[config.mk]
export PLATFORM = sky130hd
export DESIGN_NAME = crc8_word_response_checker_top
export DESIGN_NICKNAME = d
export VERILOG_FILES = /design/src/design/crc8wc_pkg.sv /design/src/design/crc8wc_in_stage.sv /design/src/design/crc8wc_frame.sv /design/src/design/crc8wc_out_stage.sv /design/src/design/crc8_word_response_checker_top.sv
export SDC_FILE = /design/constraint.sdc
export NUM_CORES = 1
export LEC_CHECK = 0
export BUFFER_PORTS_ARGS = -buffer_cell sky130_fd_sc_hd__buf_2
export CORE_ASPECT_RATIO = 1.2
export CORE_UTILIZATION = 28
export DETAILED_ROUTE_END_ITERATION = 16
export PLACE_DENSITY = 0.49
export SYNTH_ARGS = -nofsm -noshare
export SYNTH_HDL_FRONTEND = slang
export SYNTH_HIERARCHICAL = 1
export SYNTH_SLANG_ARGS = --single-unit
[constraint.sdc]
create_clock -name clk_i -period 3 [get_ports clk_i]
set_input_delay 0.15 -clock clk_i [delete_from_list [all_inputs] [get_ports clk_i]]
set_output_delay 0.15 -clock clk_i [all_outputs]
set_load 0.01 [all_outputs]
[src/design/crc8wc_pkg.sv]
// shared types, constants and crc helper for the crc-8 word response checker
`timescale 1ns / 1ps
package crc8wc_pkg;

  localparam int unsigned MaxWords = 16;
  localparam int unsigned CntW     = $clog2(MaxWords);
  localparam int unsigned NumW     = CntW + 1;
  localparam int unsigned AddrW    = 3;
  localparam int unsigned DataW    = 32;

  localparam logic [7:0]       CrcPoly     = 8'h31;
  localparam logic [7:0]       CrcStart    = 8'hFF;
  localparam logic [15:0]      ErasedWord  = 16'hFFFF;
  localparam logic [7:0]       ErasedCheck = 8'hFF;
  localparam logic [4:0]       WprReset    = 5'd2;
  localparam logic [4:0]       WprCap      = (MaxWords < 16) ? 5'(MaxWords) : 5'd16;
  localparam logic [AddrW-1:0] AddrWpr     = AddrW'(0);

  typedef enum logic [1:0] {
    PH_HIGH  = 2'd0,
    PH_LOW   = 2'd1,
    PH_CHECK = 2'd2
  } phase_e;

  typedef struct packed {
    logic [7:0] rx_byte;
    logic       restart;
  } in_req_t;

  typedef struct packed {
    logic [15:0]     word_value;
    logic [CntW-1:0] word_index;
    logic            crc_ok;
    logic            last_word;
  } res_t;

  function automatic logic [7:0] crc8_byte(input logic [7:0] crc, input logic [7:0] b);
    logic [7:0] c;
    c = crc ^ b;
    for (int k = 0; k < 8; k++) begin
      if (c[7]) begin
        c = {c[6:0], 1'b0} ^ CrcPoly;
      end else begin
        c = {c[6:0], 1'b0};
      end
    end
    return c;
  endfunction

endpackage

[src/design/crc8wc_in_stage.sv]
// input register stage for incoming response bytes
`timescale 1ns / 1ps
module crc8wc_in_stage import crc8wc_pkg::*; (
  input  logic    clk_i,
  input  logic    rst_ni,
  input  logic    in_valid_i,
  output logic    in_stall_o,
  input  in_req_t req_i,
  input  logic    advance_i,
  output logic    valid_o,
  output in_req_t req_o
);

  logic    valid_q, valid_d;
  in_req_t req_q, req_d;
  logic    accept;

  assign in_stall_o = valid_q && !advance_i;
  assign accept     = in_valid_i && !in_stall_o;

  always_comb begin
    valid_d = valid_q;
    req_d   = req_q;
    if (accept) begin
      valid_d = 1'b1;
      req_d   = req_i;
    end else if (advance_i) begin
      valid_d = 1'b0;
    end
  end

  always_ff @(posedge clk_i or negedge rst_ni) begin
    if (!rst_ni) begin
      valid_q <= 1'b0;
    end else begin
      valid_q <= valid_d;
    end
  end

  always_ff @(posedge clk_i) begin
    req_q <= req_d;
  end

  assign valid_o = valid_q;
  assign req_o   = req_q;

endmodule

[src/design/crc8wc_frame.sv]
// framing state, running crc and word check
`timescale 1ns / 1ps
module crc8wc_frame import crc8wc_pkg::*; (
  input  logic       clk_i,
  input  logic       rst_ni,
  input  logic       step_i,
  input  in_req_t    req_i,
  input  logic [4:0] wpr_i,
  output logic       res_valid_o,
  output res_t       res_o
);

  phase_e          phase_q, phase_d;
  logic [CntW-1:0] cnt_q, cnt_d;
  logic            disc_q, disc_d;
  logic [7:0]      high_q, high_d;
  logic [7:0]      low_q, low_d;
  logic [7:0]      crc_q, crc_d;

  phase_e          phase_eff;
  logic [CntW-1:0] cnt_eff;
  logic            disc_eff;
  logic [4:0]      n_eff;
  logic            final_word;
  logic            ok;

  always_comb begin
    if (wpr_i == 5'd0) begin
      n_eff = 5'd1;
    end else if (wpr_i > WprCap) begin
      n_eff = WprCap;
    end else begin
      n_eff = wpr_i;
    end
  end

  assign phase_eff  = req_i.restart ? PH_HIGH : phase_q;
  assign cnt_eff    = req_i.restart ? '0 : cnt_q;
  assign disc_eff   = req_i.restart ? 1'b0 : disc_q;
  assign final_word = (5'(cnt_eff) + 5'd1) >= n_eff;
  assign ok         = (crc_q == req_i.rx_byte)
                   || ({high_q, low_q} == ErasedWord && req_i.rx_byte == ErasedCheck);

  always_comb begin
    phase_d     = phase_q;
    cnt_d       = cnt_q;
    disc_d      = disc_q;
    high_d      = high_q;
    low_d       = low_q;
    crc_d       = crc_q;
    res_valid_o = 1'b0;
    res_o.word_value = {high_q, low_q};
    res_o.word_index = cnt_eff;
    res_o.crc_ok     = ok;
    res_o.last_word  = final_word || !ok;
    case (phase_eff)
      PH_LOW: begin
        low_d   = req_i.rx_byte;
        crc_d   = crc8_byte(crc_q, req_i.rx_byte);
        phase_d = PH_CHECK;
        cnt_d   = cnt_eff;
        disc_d  = disc_eff;
      end
      PH_CHECK: begin
        phase_d     = PH_HIGH;
        res_valid_o = !disc_eff;
        if (final_word) begin
          cnt_d  = '0;
          disc_d = 1'b0;
        end else begin
          cnt_d  = cnt_eff + 1'b1;
          disc_d = disc_eff || !ok;
        end
      end
      default: begin
        high_d  = req_i.rx_byte;
        crc_d   = crc8_byte(CrcStart, req_i.rx_byte);
        phase_d = PH_LOW;
        cnt_d   = cnt_eff;
        disc_d  = disc_eff;
      end
    endcase
  end

  always_ff @(posedge clk_i or negedge rst_ni) begin
    if (!rst_ni) begin
      phase_q <= PH_HIGH;
      cnt_q   <= '0;
      disc_q  <= 1'b0;
      high_q  <= '0;
      low_q   <= '0;
      crc_q   <= '0;
    end else if (step_i) begin
      phase_q <= phase_d;
      cnt_q   <= cnt_d;
      disc_q  <= disc_d;
      high_q  <= high_d;
      low_q   <= low_d;
      crc_q   <= crc_d;
    end
  end

`ifndef SYNTHESIS
  a_fail_starts_discard: assert property (@(posedge clk_i) disable iff (!rst_ni)
    (step_i && res_valid_o && !res_o.crc_ok && !final_word) |=> disc_q)
    else $error("failing word did not start discard");
  a_discard_silent: assert property (@(posedge clk_i) disable iff (!rst_ni)
    (disc_q && !req_i.restart) |-> !res_valid_o)
    else $error("result produced while discarding");
  a_final_wraps: assert property (@(posedge clk_i) disable iff (!rst_ni)
    (step_i && phase_eff == PH_CHECK && final_word) |=> (cnt_q == '0 && !disc_q))
    else $error("counter not cleared after final word");
`endif

endmodule

[src/design/crc8wc_out_stage.sv]
// result register towards the consumer
`timescale 1ns / 1ps
module crc8wc_out_stage import crc8wc_pkg::*; (
  input  logic clk_i,
  input  logic rst_ni,
  input  logic load_i,
  input  res_t res_i,
  input  logic out_stall_i,
  output logic free_o,
  output logic out_valid_o,
  output res_t res_o
);

  logic valid_q, valid_d;
  res_t res_q;

  assign free_o = !valid_q || !out_stall_i;

  always_comb begin
    valid_d = valid_q;
    if (load_i) begin
      valid_d = 1'b1;
    end else if (!out_stall_i) begin
      valid_d = 1'b0;
    end
  end

  always_ff @(posedge clk_i or negedge rst_ni) begin
    if (!rst_ni) begin
      valid_q <= 1'b0;
    end else begin
      valid_q <= valid_d;
    end
  end

  always_ff @(posedge clk_i) begin
    if (load_i) begin
      res_q <= res_i;
    end
  end

  assign out_valid_o = valid_q;
  assign res_o       = res_q;

endmodule

[src/design/crc8_word_response_checker_top.sv]
// top level: config register, input stage, framing and check, result stage
// a request is registered in the input stage, and its result then in the result stage
// throughput: one byte per cycle unless a stalled result blocks the single register pair
// bytes that yield no result leave the input stage even while the result stage stalls
// reset: control state and framing state cleared, words_per_response set to 2
`timescale 1ns / 1ps
module crc8_word_response_checker_top import crc8wc_pkg::*; (
  input  logic             clk_i,
  input  logic             rst_ni,
  input  logic             psel,
  input  logic             penable,
  input  logic             pwrite,
  input  logic [AddrW-1:0] paddr,
  input  logic [DataW-1:0] pwdata,
  output logic [DataW-1:0] prdata,
  output logic             pready,
  input  logic             in_valid_i,
  output logic             in_stall_o,
  input  logic [7:0]       rx_byte_i,
  input  logic             restart_i,
  output logic             out_valid_o,
  input  logic             out_stall_i,
  output logic [15:0]      word_value_o,
  output logic [CntW-1:0]  word_index_o,
  output logic             crc_ok_o,
  output logic             last_word_o
);

  logic [4:0] wpr_q, wpr_d;
  logic       cfg_wr;

  in_req_t    in_req;
  in_req_t    stage_req;
  logic       stage_valid;
  logic       advance;
  logic       res_valid;
  res_t       res;
  res_t       out_res;
  logic       out_free;

  assign pready = 1'b1;
  assign cfg_wr = psel && penable && pwrite && (paddr == AddrWpr);
  assign wpr_d  = cfg_wr ? pwdata[4:0] : wpr_q;
  assign prdata = (paddr == AddrWpr) ? DataW'(wpr_q) : '0;

  always_ff @(posedge clk_i or negedge rst_ni) begin
    if (!rst_ni) begin
      wpr_q <= WprReset;
    end else begin
      wpr_q <= wpr_d;
    end
  end

  assign in_req.rx_byte = rx_byte_i;
  assign in_req.restart = restart_i;
  assign advance        = stage_valid && (!res_valid || out_free);

  crc8wc_in_stage u_in_stage (
    .clk_i      (clk_i),
    .rst_ni     (rst_ni),
    .in_valid_i (in_valid_i),
    .in_stall_o (in_stall_o),
    .req_i      (in_req),
    .advance_i  (advance),
    .valid_o    (stage_valid),
    .req_o      (stage_req)
  );

  crc8wc_frame u_frame (
    .clk_i       (clk_i),
    .rst_ni      (rst_ni),
    .step_i      (advance),
    .req_i       (stage_req),
    .wpr_i       (wpr_q),
    .res_valid_o (res_valid),
    .res_o       (res)
  );

  crc8wc_out_stage u_out_stage (
    .clk_i       (clk_i),
    .rst_ni      (rst_ni),
    .load_i      (advance && res_valid),
    .res_i       (res),
    .out_stall_i (out_stall_i),
    .free_o      (out_free),
    .out_valid_o (out_valid_o),
    .res_o       (out_res)
  );

  assign word_value_o = out_res.word_value;
  assign word_index_o = out_res.word_index;
  assign crc_ok_o     = out_res.crc_ok;
  assign last_word_o  = out_res.last_word;

endmodule

==> impl_metrics.env, run 1 <==
export IMPL_run_status="complete, no violations"
export IMPL_post_cts_setup_buffers=0
export IMPL_reg2reg_depth=11
export IMPL_finish_net_count=419
export IMPL_clock_latency_ps=330
export IMPL_routed_wire_length_mm=6.59
export IMPL_die_w_um=106
export IMPL_worst_ep_required_time_ps=3200
export IMPL_fin_crit_sh_pct=84.5
export IMPL_portion_of_synthesized_cell_area_occupied_by_the_leading_cell_type_pct=25.6
export IMPL_fmax_ghz=0.394
export IMPL_avgViaCountPerCell=4.27
export IMPL_antenna_found_initial=0
export IMPL_synth_seq_cells=69
export IMPL_rsz0062_at_grt="no"
export IMPL_topRoutingLayerUsed="met4"
export IMPL_r2r_start="u_in_stage/req_o[0]"
export IMPL_cts_path_max_buffers=2
export IMPL_starting_density_of_the_core_pct=28.7
export IMPL_detailed_route_via_count=2258
export IMPL_post_cts_resized=0
export IMPL_drt_pre_antenna_iters=4
export IMPL_min_delay_worst_endpoint="u_in_stage/req_o[6]"
export IMPL_yosys_top_cells_area="edfxtp_1 (26%), dfrtp_1 (25%), buf_4 (6.4%)"
export IMPL_worst_hold_startpoint="rx_byte_i[5]"
export IMPL_timing_max_transition_violations_final=0
export IMPL_post_route_worst_setup_slack_ps=464
export IMPL_r2r_end="u_frame/crc_q[2]"
export IMPL_postSynth_asyncResetShare_pct=55.1
export IMPL_routed_wl_met3_um=274
export IMPL_post_synth_cell_area_avg_um2=12.0
export IMPL_worstMarginPinSlew_ps=895
export IMPL_final_min_clock_period_ps=2540
export IMPL_hold_path_class="in2reg"
export IMPL_final_common_cell="buf_2"
export IMPL_clk_transition_reported_paths_ps=60
export IMPL_reg2reg_setup_slack_ps=460
export IMPL_cts_num_sinks=69
export IMPL_clock_tree_from_tritoncts="built"
export IMPL_wl_met2_mm=3.28
export IMPL_first_global_vias=2229
export IMPL_synthCells=302
export IMPL_finClkSkew_ps=4.83
export IMPL_final_cell_mix="buf_2 (52), dfrtp_1 (37), edfxtp_1 (31)"
export IMPL_yosysWarningCount=6
export IMPL_grt_first_pass_wirelength_mm=11.0
export IMPL_met1Wirelength_mm=2.87
export IMPL_syn2layout_area_growth_pct=18.2
export IMPL_critical_path_class="reg2reg"
export IMPL_syn_cell_area_um2=3630
export IMPL_total_leakage_power_nw=1.86
export IMPL_powerDensity_nw_per_um2=812
export IMPL_worst_hold_path_num_cells=1
export IMPL_path_max_fanout=16
export IMPL_synth_yosys_seq_area_share_pct=51.9
export IMPL_setup_viol_count_final=0
export IMPL_drv_cap=0
export IMPL_cts_root_buf="clkbuf_16"
export IMPL_place_detailed_hpwl_mm=4.84
export IMPL_insertedDiodeCount=0
export IMPL_vdd_drop_max_mv=0.272
export IMPL_cts_hold_fix_buffers=8
export IMPL_synthFlopType="dfrtp_1"
export IMPL_final_antenna_net_count=0
export IMPL_postLayoutCellArea_um2=4290
export IMPL_total_number_of_placement_rows=45
export IMPL_dpl_instance_area_um2=3900
export IMPL_share_of_final_layout_standard_cells_stronger_than_drive_strength_1_pct=31.0
export IMPL_synth_top_cell_by_area="edfxtp_1"
export IMPL_grt_max_degree=39
export IMPL_total_routing_resource_utilization_after_global_routing_pct=10.6
export IMPL_htree_levels=3
export IMPL_ys_types=49
export IMPL_port_buffer_count=52
export IMPL_route_detailed_drc=0
export IMPL_fp_dieArea_um2=13400
export IMPL_place_worst_setup_slack_ps=498
export IMPL_io_pins=108
export IMPL_report_final_hold_viol_count=0
export IMPL_drt_first_iter_violations=54
export IMPL_gp_congestion=0.744
export IMPL_die_height_um=127
export IMPL_final_tns_setup_ps=0
export IMPL_synth_enable_flop_cells=31
export IMPL_crit_path_start_kind="flop"
export IMPL_routed_wire_length_per_instance_um=12.5
export IMPL_cts_buffers_inserted=9
export IMPL_worst_endpoint_arrival_ps=2740
export IMPL_worst_max_slew_margin_expressed_relative_to_the_limit_pct=40.3
export IMPL_grt_remaining_overflow=0
export IMPL_end_kind="flop"
export IMPL_core_region_area_um2=12700
synth_stat cells (all sizes together) (3+ instances only):
cell,n
buf,42
dfrtp,37
edfxtp,31
nand2,26
mux2,22
xnor2,22
nor2,13
o21ai,11
xor2,11
and2,10
inv,10
a21oi,9
ha,8
nand4,8
nand2b,4
nor3,4
and3,3
clkbuf,3
nor2b,3
flip-flops by register name, summed over array words and instances, names as in the netlist:
name                     count
u_out_stage/out_valid_o      1
u_in_stage/valid_o           1
u_frame/high_q               8
u_out_stage/res_o           22
u_frame/disc_q               1
u_in_stage/req_o             9
u_frame/low_q                8
u_frame/phase_q              2
u_frame/cnt_q                4
wpr_q                        5
u_frame/crc_q                8
kinds of logic after synthesis:
logic type      after synthesis  share of synthesized area, %
buf+inv                      55                          10.1
flops                        69                          51.9
simple gates                 78                          11.3
fa+ha+maj                     8                          2.76
other cells                   2                         0.207
compound gates               31                          5.20
xor+xnor                     35                          9.92
mux                          24                          8.58
how the worst max path moves through the flow:
stage                                   start               end  cells after the start
after floorplan           u_in_stage/req_o[0]  u_frame/crc_q[3]                     11
after global placement    u_in_stage/req_o[0]  u_frame/crc_q[2]                     11
after detailed placement  u_in_stage/req_o[0]  u_frame/crc_q[2]                     11
after CTS                 u_in_stage/req_o[0]  u_frame/crc_q[2]                     11
after global routing      u_in_stage/req_o[0]  u_frame/crc_q[2]                     11
final                     u_in_stage/req_o[0]  u_frame/crc_q[2]                     11
metrics by stage:
stage	utilization [%]	instances	power (mW)	hold WS [ps]
finish	33.9	529	3.48	13.7
global route	33.9	529	3.70	4.89
CTS	33.8	528	3.53	0.815
detailed placement	30.8	504	2.46	329
global placement	30.8	504	2.44	329
floorplan	-	328	2.33	-146
critical path, cell delays in order, from the launching register on:
cell,delay [ps]
edfxtp_1,510
inv_2,150
nand2_1,80
inv_1,60
ha_1,150
a21boi_0,220
a21boi_0,200
nand2b_1,150
buf_4,220
nor2_1,60
mux4_2,440
nand3b_1,170
layer usage:
metal	vias to the layer above	track usage, %
li1	1087	-
met1	1094	12.6
met2	66	18.0
met3	11	1.95
met4	0	6.13
met5	-	0
layout make-up:
| type | instances | area (µm²) |
|---|---|---|
| Timing Repair Buffer | 66 | 388 |
| Inverter | 10 | 37.5 |
| Clock inverter | 7 | 75.1 |
| Multi-Input combinational cell | 204 | 1480 |
| Sequential cell | 69 | 1880 |
| Tap cell | 164 | 205 |
| Clock buffer | 9 | 225 |
| Fill cell | 1298 | 8380 |
power by group:
group | switching (mW) | internal, mW | leakage, nW | total [mW]
clock network | 0.403 | 0.645 | 0.138 | 1.05
logic | 0.428 | 0.576 | 0.977 | 1.00
registers | 0.211 | 1.22 | 0.744 | 1.43
total | 1.04 | 2.44 | 1.86 | 3.48
No activity file was read; power rests on OpenSTA's default activity.
==> run 2, diff against run 1 <==
--- a/config.mk
+++ b/config.mk
@@ -5,11 +5,12 @@
 export SDC_FILE = /design/constraint.sdc
 export NUM_CORES = 1
 export LEC_CHECK = 0
+export ABC_AREA = 1
 export BUFFER_PORTS_ARGS = -buffer_cell sky130_fd_sc_hd__buf_2
 export CORE_ASPECT_RATIO = 1.2
 export CORE_UTILIZATION = 28
 export DETAILED_ROUTE_END_ITERATION = 16
-export PLACE_DENSITY = 0.49
+export PLACE_DENSITY = 0.48
 export SYNTH_ARGS = -nofsm -noshare
 export SYNTH_HDL_FRONTEND = slang
 export SYNTH_HIERARCHICAL = 1
==> constraint.sdc (replaced) <==
create_clock -name clk_i -period 2.5 [get_ports clk_i]
set_input_delay 0.125 -clock clk_i [delete_from_list [all_inputs] [get_ports clk_i]]
set_output_delay 0.125 -clock clk_i [all_outputs]
set_load 0.01 [all_outputs]
==> impl_metrics.env, run 2 <==
export IMPL_run_status="complete, no violations"
export IMPL_fin_crit_sh_pct=94.0
export IMPL_postSynth_asyncResetShare_pct=55.1
export IMPL_yosys_top_cells_area="edfxtp_1 (25%), dfrtp_1 (25%), nand2_1 (10%)"
export IMPL_r2r_start="u_in_stage/req_o[0]"
export IMPL_finish_net_count=561
export IMPL_grt_remaining_overflow=0
export IMPL_total_number_of_placement_rows=46
export IMPL_drv_cap=0
export IMPL_syn_cell_area_um2=3780
export IMPL_most_common_library_cells_after_synthesis="nand2_1 (105), inv_1 (44), dfrtp_1 (37)"
export IMPL_cts_root_buf="clkbuf_16"
export IMPL_powerDensity_nw_per_um2=900
export IMPL_final_common_cell="nand2_1"
export IMPL_synthCells=429
export IMPL_fill_cells=1349
export IMPL_worstMarginPinSlew_ps=897
export IMPL_leading_cell_type_by_number_of_instances_after_synthesis="nand2_1"
export IMPL_crit_path_start_kind="flop"
export IMPL_synth_seq_cells=69
export IMPL_route_detailed_drc=0
export IMPL_avgViaCountPerCell=4.29
export IMPL_worst_endpoint_arrival_ps=2430
export IMPL_path_max_fanout=5
export IMPL_final_util_pct=35.3
export IMPL_htree_levels=3
export IMPL_grt_max_degree=39
export IMPL_cts_buffers_inserted=9
export IMPL_grt_first_pass_wirelength_mm=13.2
export IMPL_fp_dieArea_um2=14000
export IMPL_report_final_hold_viol_count=0
export IMPL_synth_top_cell_by_area="edfxtp_1"
export IMPL_switchingPower_mw=1.34
export IMPL_post_synth_cell_area_avg_um2=8.81
export IMPL_syn2layout_area_growth_pct=23.0
export IMPL_setup_viol_count_final=0
export IMPL_synth_yosys_seq_area_share_pct=49.9
export IMPL_clock_latency_ps=330
export IMPL_reg2reg_setup_slack_ps=150
export IMPL_routed_wire_length_mm=7.84
export IMPL_cts_num_sinks=69
export IMPL_hold_slack_ps=15.4
export IMPL_vdd_drop_max_mv=0.366
export IMPL_post_cts_setup_buffers=0
export IMPL_port_buffer_count=52
export IMPL_setup_worst_path_start="u_in_stage/req_o[0]"
export IMPL_worst_ep_required_time_ps=2580
export IMPL_synthFlopType="dfrtp_1"
export IMPL_cts_path_max_buffers=2
export IMPL_clk_transition_reported_paths_ps=60
export IMPL_multiInputGateArea_um2=1550
export IMPL_share_of_final_layout_standard_cells_stronger_than_drive_strength_1_pct=23.5
export IMPL_intPower_mw=2.84
export IMPL_routed_wire_length_per_instance_um=11.6
export IMPL_portion_of_synthesized_cell_area_occupied_by_the_leading_cell_type_pct=24.6
export IMPL_final_antenna_net_count=0
export IMPL_core_region_area_um2=13200
export IMPL_ys_types=37
export IMPL_finClkSkew_ps=9.23
export IMPL_fmax_ghz=0.425
export IMPL_drt_first_iter_violations=135
export IMPL_place_detailed_hpwl_mm=5.93
export IMPL_first_global_vias=2796
export IMPL_antenna_found_initial=0
export IMPL_synth_enable_flop_cells=31
export IMPL_gp_congestion=0.895
export IMPL_clock_tree_from_tritoncts="built"
export IMPL_worst_max_slew_margin_expressed_relative_to_the_limit_pct=40.2
export IMPL_largest_register_ff_count=22
export IMPL_drt_pre_antenna_iters=4
export IMPL_r2r_end="u_out_stage/res_o[0]"
export IMPL_pwr_share_seq_pct=38.5
export IMPL_insertedDiodeCount=0
export IMPL_final_cell_mix="nand2_1 (103), buf_2 (52), inv_1 (44)"
export IMPL_reg2reg_depth=10
export IMPL_total_routing_resource_utilization_after_global_routing_pct=12.4
export IMPL_total_leakage_power_nw=2.24
export IMPL_final_min_clock_period_ps=2350
export IMPL_die_height_um=129
export IMPL_crit_end="u_out_stage/res_o[0]"
export IMPL_starting_density_of_the_core_pct=28.7
export IMPL_io_pins=108
export IMPL_yosysWarningCount=6
export IMPL_combPwrFrac_pct=26.7
export IMPL_hold_path_class="in2reg"
export IMPL_sequential_cell_area_um2=1880
export IMPL_die_w_um=108
export IMPL_timing_max_transition_violations_final=0
export IMPL_critical_path_class="reg2reg"
export IMPL_detailed_route_via_count=2895
export IMPL_end_kind="flop"
export IMPL_power_share_clock_pct=34.8
export IMPL_p_sw_share_pct=32.1
==> run 2: stage by stage <==
stage | TNS, ps | instances | power (mW) | instance area [µm²] | worst slack, ps
2_1_floorplan | 0 | 455 | 2.47 | 3870 | 69.8
3_3_place_gp | 0 | 648 | 2.70 | 4170 | 101
3_5_place_dp | 0 | 648 | 2.73 | 4170 | 2.89
4_1_cts | 0 | 675 | 4.23 | 4630 | 87.2
5_1_grt | -6.28 | 675 | 4.48 | 4650 | -6.28
6_report | 0 | 675 | 4.18 | 4650 | 150
==> run 2: cell type report <==
cell class	count	area share [%]
inverters	53	4.33
well taps	168	4.52
repair buffers	72	9.69
flip-flops and latches	69	40.5
clock inverters	7	2.64
multi-input cells	297	33.4
clock buffers	9	4.85
==> run 2: worst min path at each step <==
stage	startpoint	endpoint	slack, ps	cells past startpoint
6_report	pwdata[1]	wpr_q[1]	20	3
5_1_grt	pwdata[1]	wpr_q[1]	30	3
4_1_cts	pwdata[1]	wpr_q[1]	8	3
2_1_floorplan	rst_ni	u_frame/cnt_q[0]	-170	0
3_5_place_dp	rx_byte_i[4]	u_in_stage/req_o[5]	300	1
3_3_place_gp	rx_byte_i[3]	u_in_stage/req_o[4]	300	1
==> run 2: routing by layer <==
metal	share of wire [%]	GRT usage, %	vias to the layer above
li1	-	-	1473
met5	0	0	-
met1	45	15.0	1331
met2	49	20.6	81
met3	4.4	3.22	10
met4	2.0	5.72	0
==> run 2: power by group through the flow <==
stage | clock network [mW] | logic, mW | registers (mW)
3_3_place_gp | 0 | 1.08 | 1.63
4_1_cts | 1.50 | 1.12 | 1.61
5_1_grt | 1.55 | 1.28 | 1.65
3_5_place_dp | 0 | 1.09 | 1.63
2_1_floorplan | 0 | 0.881 | 1.59
6_report | 1.46 | 1.12 | 1.61
==> run 2: worst max-delay path, cell delays in order, from the launching register on <==
cell	delay [ps]
edfxtp_1	510
nor2_4	210
ha_1	170
inv_1	50
nor3_1	210
ha_1	290
a21oi_1	160
o21a_1	130
nand3_1	150
inv_1	140
nand2_1	60
==> run 2: logic make-up after synthesis <==
logic type      Yosys count  synth area share [%]
compound gates           56                  8.65
xor+xnor                 15                  4.17
fa+ha+maj                 8                  2.65
buf+inv                  89                  12.0
flops                    69                  49.9
other cells               2                 0.199
simple gates            190                  22.5
==> run 2: timing repair <==
action,CTS,global route
gates resized for setup,1,4
endpoints found under the hold margin,47,0
hold buffers,11,0
setup endpoints to repair,1,47
==> run 3, diff against run 2 <==
--- a/config.mk
+++ b/config.mk
@@ -10,6 +10,7 @@
 export CORE_ASPECT_RATIO = 1.2
 export CORE_UTILIZATION = 28
 export DETAILED_ROUTE_END_ITERATION = 16
+export MAX_ROUTING_LAYER = met4
 export PLACE_DENSITY = 0.48
 export SYNTH_ARGS = -nofsm -noshare
 export SYNTH_HDL_FRONTEND = slang
==> impl_metrics.env, run 3 (synthesis gave the netlist of run 2 again) <==
export IMPL_run_status="complete, no violations"
export IMPL_crit_path_start_kind="flop"
export IMPL_cts_num_sinks=69
export IMPL_critPathMaxStageDelay_ps=500
export IMPL_final_antenna_net_count=0
export IMPL_place_detailed_hpwl_mm=5.93
export IMPL_crit_path_top_delay_cell="edfxtp_1"
export IMPL_clock_latency_ps=330
export IMPL_first_global_vias=2804
export IMPL_routed_wire_length_mm=7.79
export IMPL_final_common_cell="nand2_1"
export IMPL_hold_path_class="in2reg"
export IMPL_end_kind="flop"
export IMPL_worst_ep_required_time_ps=2580
export IMPL_starting_density_of_the_core_pct=28.7
export IMPL_final_min_clock_period_ps=2340
export IMPL_routed_wire_length_per_instance_um=11.5
export IMPL_drt_pre_antenna_iters=4
export IMPL_largest_register_ff_count=22
export IMPL_setup_viol_count_final=0
export IMPL_total_routing_resource_utilization_after_global_routing_pct=12.8
export IMPL_sequential_cell_area_um2=1880
export IMPL_total_leakage_power_nw=2.24
export IMPL_vdd_drop_max_mv=0.366
export IMPL_multiInputGateArea_um2=1550
export IMPL_cell_by_cell_trace_of_the_critical_path="nor2_4 > ha_1 > inv_1 > nor3_1 > ha_1 > a21oi_1 > o21a_1 > nand3_1 > inv_1 > nand2_1"
export IMPL_share_of_final_layout_standard_cells_stronger_than_drive_strength_1_pct=23.5
export IMPL_drt_first_iter_violations=127
export IMPL_crit_family="simple AND/OR/NAND/NOR gates"
export IMPL_cts_buffers_inserted=9
export IMPL_fp_dieArea_um2=14000
export IMPL_dpl_instance_area_um2=4170
export IMPL_antenna_found_initial=0
export IMPL_clock_tree_from_tritoncts="built"
export IMPL_syn2layout_area_growth_pct=23.0
export IMPL_cp_num_buf_inv=2
export IMPL_report_final_hold_viol_count=0
export IMPL_critical_path_class="reg2reg"
export IMPL_finClkSkew_ps=7.04
export IMPL_htree_levels=3
export IMPL_port_buffer_count=52
export IMPL_worstMarginPinSlew_ps=897
export IMPL_cts_root_buf="clkbuf_16"
export IMPL_fmax_ghz=0.427
export IMPL_clk_transition_reported_paths_ps=60
export IMPL_powerDensity_nw_per_um2=901
export IMPL_worst_endpoint_arrival_ps=2420
export IMPL_fin_crit_sh_pct=93.6
export IMPL_postLayoutCellArea_um2=4650
export IMPL_grt_max_degree=39
export IMPL_drv_cap=0
export IMPL_route_detailed_drc=0
export IMPL_place_worst_setup_slack_ps=2.89
export IMPL_path_max_fanout=5
export IMPL_core_region_area_um2=13200
export IMPL_post_route_worst_setup_slack_ps=159
export IMPL_detailed_route_via_count=2885
export IMPL_die_height_um=129
export IMPL_timing_max_transition_violations_final=0
export IMPL_total_number_of_placement_rows=46
export IMPL_avgViaCountPerCell=4.27
export IMPL_insertedDiodeCount=0
export IMPL_finish_net_count=561
export IMPL_cts_path_max_buffers=2
export IMPL_final_cell_mix="nand2_1 (103), buf_2 (52), inv_1 (44)"
export IMPL_grt_remaining_overflow=0
export IMPL_io_pins=108
export IMPL_worst_max_slew_margin_expressed_relative_to_the_limit_pct=40.2
export IMPL_die_w_um=108
export IMPL_grt_first_pass_wirelength_mm=13.2
export IMPL_gp_congestion=0.910
export IMPL_fill_cells=1349
[run 3: area by class of cell]
cell class	instances	area share [%]
clock buffer	9	4.85
tap	168	4.52
sequential	69	40.5
clock inverter	7	2.64
timing repair buffer	72	9.69
multi-input combinational	297	33.4
inverter	53	4.33
[run 3: where the power goes]
group	total, mW	switching, mW	leakage, nW	internal (mW)
logic	1.12	0.692	1.33	0.424
clock network	1.46	0.482	0.162	0.978
registers	1.61	0.171	0.750	1.44
total	4.19	1.35	2.24	2.84
[run 3: stage by stage]
step | hold slack [ps] | cells | total power, mW | utilization (%) | TNS, ps
2_1_floorplan | -171 | 455 | 2.47 | - | 0
3_3_place_gp | 304 | 648 | 2.70 | 31.7 | 0
3_5_place_dp | 304 | 648 | 2.73 | 31.7 | 0
4_1_cts | 8.35 | 675 | 4.23 | 35.2 | 0
5_1_grt | 29.0 | 675 | 4.48 | 35.3 | -6.44
6_report | 11.3 | 675 | 4.19 | 35.3 | 0
[run 3: worst min-delay path: cells and delay by family]
family | cells | cell delay [ps]
simple gates | 2 | 120
buf+inv | 1 | 100
[run 3: timing repair]
item                                    CTS  global route
endpoints found under the setup margin    1            47
resized for setup                         1             4
endpoints found under the hold margin    47             0
hold buffers                             11             0
buffers inserted                          0             0
[run 3: metal layers]
| layer | GRT usage, % | wire (µm) | up-vias | part of all wire (%) |
|---|---|---|---|---|
| li1 | - | - | 1471 | - |
| met1 | 15.1 | 3450 | 1310 | 44 |
| met2 | 20.6 | 3690 | 85 | 47 |
| met3 | 2.36 | 391 | 19 | 5.0 |
| met4 | 7.17 | 258 | 0 | 3.3 |
| met5 | - | 0 | - | 0 |
[run 3: final timing paths]
path	start	endpoint	slack [ps]	cells after the start
max in group asynchronous	rst_ni	u_frame/phase_q[0]	1480	2
worst min register to register	u_frame/low_q[4]	u_out_stage/res_o[10]	480	0
worst max register to register	u_in_stage/req_o[0]	u_out_stage/res_o[0]	160	10
min in group asynchronous	rst_ni	wpr_q[4]	460	2
worst min-delay path	pwdata[1]	wpr_q[1]	10	3
worst max-delay path	u_in_stage/req_o[0]	u_out_stage/res_o[0]	160	10
